[src/sv/tlc_pkg.sv]
// shared constants, types and helpers for the two-level cache
package tlc_pkg;

  localparam int WORD_W    = 32;
  localparam int ADDR_W    = 20;
  localparam int WB_W      = 2;
  localparam int OFF_W     = 6;
  localparam int WSEL_W    = OFF_W - WB_W;
  localparam int BLK_WORDS = 2 ** WSEL_W;
  localparam int LINE_W    = WORD_W * BLK_WORDS;
  localparam int BLK_W     = 14;
  localparam int TAG_W     = 6;
  localparam int IDX_W     = BLK_W - TAG_W;
  localparam int L1_LINES  = 2 ** IDX_W;
  localparam int L2_SETS   = 2 ** IDX_W;
  localparam int L2_ROW_W  = IDX_W + 1;
  localparam int BACK_ROWS = 2 ** BLK_W;
  localparam int COST_W    = 16;
  localparam int NCOST     = 6;
  localparam int CFG_IDX_W = 3;
  localparam int ACC_W     = 20;
  localparam int TOTAL_W   = 32;
  localparam int ACT_W     = 2;

  localparam logic [ADDR_W:0] BACKING_LIMIT = (ADDR_W + 1)'(1048576);
  localparam logic [ADDR_W:0] WORD_STEP     = (ADDR_W + 1)'(4);

  localparam logic [ACT_W-1:0] ACT_READ  = 2'd0;
  localparam logic [ACT_W-1:0] ACT_WRITE = 2'd1;
  localparam logic [ACT_W-1:0] ACT_CLEAR = 2'd2;
  localparam logic [ACT_W-1:0] ACT_INVAL = 2'd3;

  localparam logic [CFG_IDX_W-1:0] CI_L1_RD = 3'd0;
  localparam logic [CFG_IDX_W-1:0] CI_L1_WR = 3'd1;
  localparam logic [CFG_IDX_W-1:0] CI_L2_RD = 3'd2;
  localparam logic [CFG_IDX_W-1:0] CI_L2_WR = 3'd3;
  localparam logic [CFG_IDX_W-1:0] CI_BK_RD = 3'd4;
  localparam logic [CFG_IDX_W-1:0] CI_BK_WR = 3'd5;

  typedef logic [LINE_W-1:0] line_t;

  typedef struct packed {
    logic start;
    logic add;
    logic clear;
  } acc_ctl_t;

  function automatic line_t put_word(line_t line, logic [WSEL_W-1:0] sel,
                                     logic [WORD_W-1:0] data);
    line_t res;
    res = line;
    for (int i = 0; i < BLK_WORDS; i++) begin
      if (sel == WSEL_W'(i)) res[i*WORD_W +: WORD_W] = data;
    end
    return res;
  endfunction

endpackage

[src/sv/tlc_acc.sv]
// running time total and per-request time, the per-request time saturating
module tlc_acc
  import tlc_pkg::*;
(
  input  logic               clk,
  input  logic               rst,
  input  acc_ctl_t           ctl,
  input  logic [COST_W-1:0]  add_val,
  output logic [TOTAL_W-1:0] total_next,
  output logic [ACC_W-1:0]   item_next
);

  logic [TOTAL_W-1:0] total;
  logic [ACC_W-1:0]   item;
  logic [ACC_W:0]     item_sum;
  logic [COST_W-1:0]  inc;

  always_comb begin
    inc = ctl.add ? add_val : '0;
    item_sum = {1'b0, item} + (ACC_W + 1)'(inc);
    if (ctl.start) begin
      item_next = '0;
    end else if (item_sum[ACC_W]) begin
      item_next = '1;
    end else begin
      item_next = item_sum[ACC_W-1:0];
    end
    total_next = ctl.clear ? '0 : total + TOTAL_W'(inc);
  end

  always_ff @(posedge clk) begin
    if (rst) begin
      total <= '0;
      item  <= '0;
    end else begin
      total <= total_next;
      item  <= item_next;
    end
  end

endmodule

[config.mk]
export PLATFORM = sky130hd
export DESIGN_NAME = tlc_acc
export DESIGN_NICKNAME = d
export VERILOG_FILES = /design/src/sv/tlc_pkg.sv /design/src/sv/tlc_acc.sv
export SDC_FILE = /design/constraint.sdc
export NUM_CORES = 1
export LEC_CHECK = 0
export ABC_CLOCK_PERIOD_IN_PS = 4600
export BUFFER_PORTS_ARGS = -buffer_cell sky130_fd_sc_hd__buf_2
export CORE_MARGIN = 4
export CORE_UTILIZATION = 25
export CTS_CLUSTER_SIZE = 8
export DETAILED_ROUTE_END_ITERATION = 10
export GPL_TIMING_DRIVEN = 0
export PLACE_DENSITY = 0.53
export SLEW_MARGIN = 20
export SYNTH_ARGS = -nofsm -noshare
export SYNTH_HDL_FRONTEND = slang
export SYNTH_SLANG_ARGS = --single-unit
[constraint.sdc]
create_clock -name clk -period 4.6 [get_ports clk]
set_clock_uncertainty 0.15 [all_clocks]
set_input_delay 0.23 -clock clk [delete_from_list [all_inputs] [get_ports clk]]
set_output_delay 0.23 -clock clk [all_outputs]
set_load 0.05 [all_outputs]
==> impl_metrics.csv <==
group,metric,value,unit
logic_synthesis,syn_avg_cell_area,7.51,um2
worst_setup_path,cp.depth,17,
floorplan,die_x,143,um
floorplan,die_y,143,um
layout,area_growth,18.3,%
job,cap_violations,0,
layout,diodes,0,
floorplan,initial_core_util,25.4,%
timing,fin_crit,4300,ps
power,power,1240,uW
route,drtAntennaViolNets,0,
clock_tree,cts_buffers,5,
logic_synthesis,synth_top_area_cell,"dfxtp_1",
worst_setup_path,critPathLaunchType,"primary input",
timing,finalCritPeriodShare,93.4,%
logic_synthesis,synth_area,4550,um2
worst_setup_path,rr_startpoint,"item[0]$_SDFF_PP0_",
worst_setup_path,crit_path_start,"ctl[1]",
route,wirelength,13300,um
global_routing,antenna_found_initial,0,
worst_setup_path,path_class,"in -> out",
logic_synthesis,synth.top_cell.area_share,22.9,%
route,via_per_inst,4.88,
logic_synthesis,syn_inst,606,
power,p_leak,0.00220,uW
logic_synthesis,ys_ff_latch,52,
global_routing,track_usage,13.2,%
layout,stdcell_count,912,
timing,hold_viol,0,
clock_tree,htreeDepth,2,
global_routing,grt_pass1_vias,4177,
timing,whs,96.5,ps
clock_tree,cts_root_buf,"clkbuf_16",
clock_tree,cts_tree,"built",
placed_design,place_hpwl,10500,um
logic_synthesis,synth_common_cells,"nor2_1 (69), dfxtp_1 (52), nand2_1 (46)",
worst_setup_path,reg2reg_to,"item[7]$_SDFF_PP0_",
worst_setup_path,cp-end-kind,"output pin",
worst_setup_path,slowest_stage,"a222oi_1",
clock_tree,clk_path_buf_depth,2,
worst_setup_path,critical_path_arrival,3920,ps
layout,drive_above_1_share,18.2,%
power,max-vdd-ir-drop,0.149,mV
global_routing,grt_overflow,0,
route,drc_errors,0,
timing,tightest_slew,838,ps
placed_design,dpl_cell_area,5170,um2
logic_synthesis,syn_nets,643,
placed_design,io_buffers,68,
layout,finish.instance_area,5380,um2
hold_path,hold_class,"in -> reg",
worst_setup_path,crit_path_cell_trace,"buf_2, buf_4, buf_6, clkbuf_4, and2_1, ha_1, ha_1, a31o_2, a222oi_1, a311o_1, o2bb2ai_4, o221a_4, o211ai_4, buf_6, buf_2, a31oi_1, buf_2",
clock_tree,clkLatencyLatePin,310,ps
worst_setup_path,endpoint,"item_next[7]",
logic_synthesis,synth_ff_type,"dfxtp_1",
global_routing,grt_max_degree,20,
worst_setup_path,reg2reg_slack,1540,ps
hold_path,hold_path.startpoint,"ctl[2]",
worst_setup_path,worstPathRequired,4220,ps
route,num_vias,4450,
placed_design,gp_congestion,0.785,
logic_synthesis,yosysWarnings,0,
worst_setup_path,worst-path-buf-inv,7,
logic_synthesis,synth.distinct_cells,74,
power,power_density,231,nW/um2
layout,final_nets,719,
clock_tree,path_clk_slew,80,ps
placed_design,post-place-cells,903,
logic_synthesis,synthArstFlopShare,0,%
clock_tree,postCtsHoldBufs,0,
worst_setup_path,crit_fanout,19,
route,firstDrtPassIters,5,
worst_setup_path,rr_worst_depth,11,
timing,final_max_slew_viol_count,0,
floorplan,rows,49,
logic_synthesis,synth_area_leaders,"dfxtp_1 (23%), xnor2_1 (6.4%), nor2_1 (5.7%)",
timing,rsz0062_at_grt,"no",
logic_synthesis,synth_seq_area_share,22.9,%
timing,setup_viol,0,
logic_synthesis,synth_edf_count,0,
timing,slew-limit-headroom,43.6,%
worst_setup_path,crit_family,"compound AO/OA/AOI/OAI gates",
timing,fmax,233,MHz
global_routing,grt_pass1_wl,21800,um
worst_setup_path,crit_top_cell,"buf_2",
floorplan,io_pins,73,
logic_synthesis,yosysMostFrequentCell,"nor2_1",
worst_setup_path,slowest_delay,350,ps
route,first_iter_violations,177,
floorplan,coreArea,17900,um2
floorplan,dieArea,20400,um2
clock_tree,clock-sinks,52,
route,wl_per_cell,14.6,um
status,status,"finished, final reports clean",
[state kept, by name, indices dropped and copies added (netlist names)]
signal and cells:
total 32, item 20
[layout make-up]
| cell class | instances | area [um2] |
|---|---|---|
| Timing Repair Buffer | 71 | 370 |
| Inverter | 16 | 60.1 |
| Sequential cell | 52 | 1040 |
| Multi-Input combinational cell | 493 | 3260 |
| Tap cell | 229 | 287 |
| Clock buffer | 5 | 125 |
| Fill cell | 1971 | 12500 |
| Buffer | 43 | 206 |
| Clock inverter | 3 | 28.8 |
[kinds of logic (layout without fill, tap and decap cells)]
logic type	count (synthesis)	count (layout)	share of synthesized area, %
buffers and inverters	61	138	5.97
AND/OR/NAND/NOR	224	224	24.5
XOR/XNOR	50	50	9.63
adder cells (fa/ha/maj)	18	18	4.84
flip-flops	52	52	22.9
multiplexers	9	9	2.06
AO/OA/AOI/OAI	192	192	30.1
[stage by stage]
step	setup WS (ps)	TNS, ps	util, %
2_1_floorplan	38.7	0	-
3_3_place_gp	-707	-22290	28.9
3_5_place_dp	-750	-22150	28.9
4_1_cts	114	0	30.0
5_1_grt	32.0	0	30.1
6_report	304	0	30.1
[worst min-delay path by stage]
stage / to / slack (ps) / cells past startpoint
6_report: item[19]$_SDFF_PP0_ / 100 / 3
5_1_grt: item[19]$_SDFF_PP0_ / 100 / 3
4_1_cts: item[19]$_SDFF_PP0_ / 90 / 3
3_5_place_dp: total[20]$_SDFF_PP0_ / 350 / 2
3_3_place_gp: total[20]$_SDFF_PP0_ / 350 / 2
2_1_floorplan: total[14]$_SDFF_PP0_ / 260 / 2
[worst min-delay path: stages]
cell	delay (ps)
buf_2	100
or2_2	130
nor3_1	50
[cells in the final DEF, fill, tap and decap left out, drive strengths merged, types with 11 or more instances in the layout]
| cell | synthesis | final |
|---|---|---|
| xnor2 | 33 | 33 |
| nand2 | 47 | 47 |
| o21ai | 40 | 40 |
| dfxtp | 52 | 52 |
| ha | 16 | 16 |
| buf | 19 | 89 |
| and2 | 13 | 13 |
| nor2b | 25 | 25 |
| a21oi | 47 | 47 |
| clkbuf | 26 | 30 |
| nor2 | 69 | 69 |
| nand3 | 11 | 11 |
| nor3 | 12 | 12 |
| a31oi | 13 | 13 |
| xor2 | 17 | 17 |
| inv | 16 | 19 |
| o211ai | 13 | 13 |
[timing repair]
action	CTS	global route
gates cloned	0	0
gates resized for setup	10	4
pin swaps	2	1
setup endpoints to repair	49	19
setup buffers	2	1
[report_power, final]
group	total [uW]	internal, uW	switching [uW]
clock	415	211	205
sequential	470	463	7.49
combinational	357	117	240
total	1240	790	453
[routing by layer]
metal | GRT usage, % | wire (um)
met2 | 21.1 | 6140
met1 | 18.4 | 6610
met4 | 2.70 | 104
met3 | 2.55 | 477
met5 | 0 | 0
Note: power is estimated with default switching activity, not from simulation.
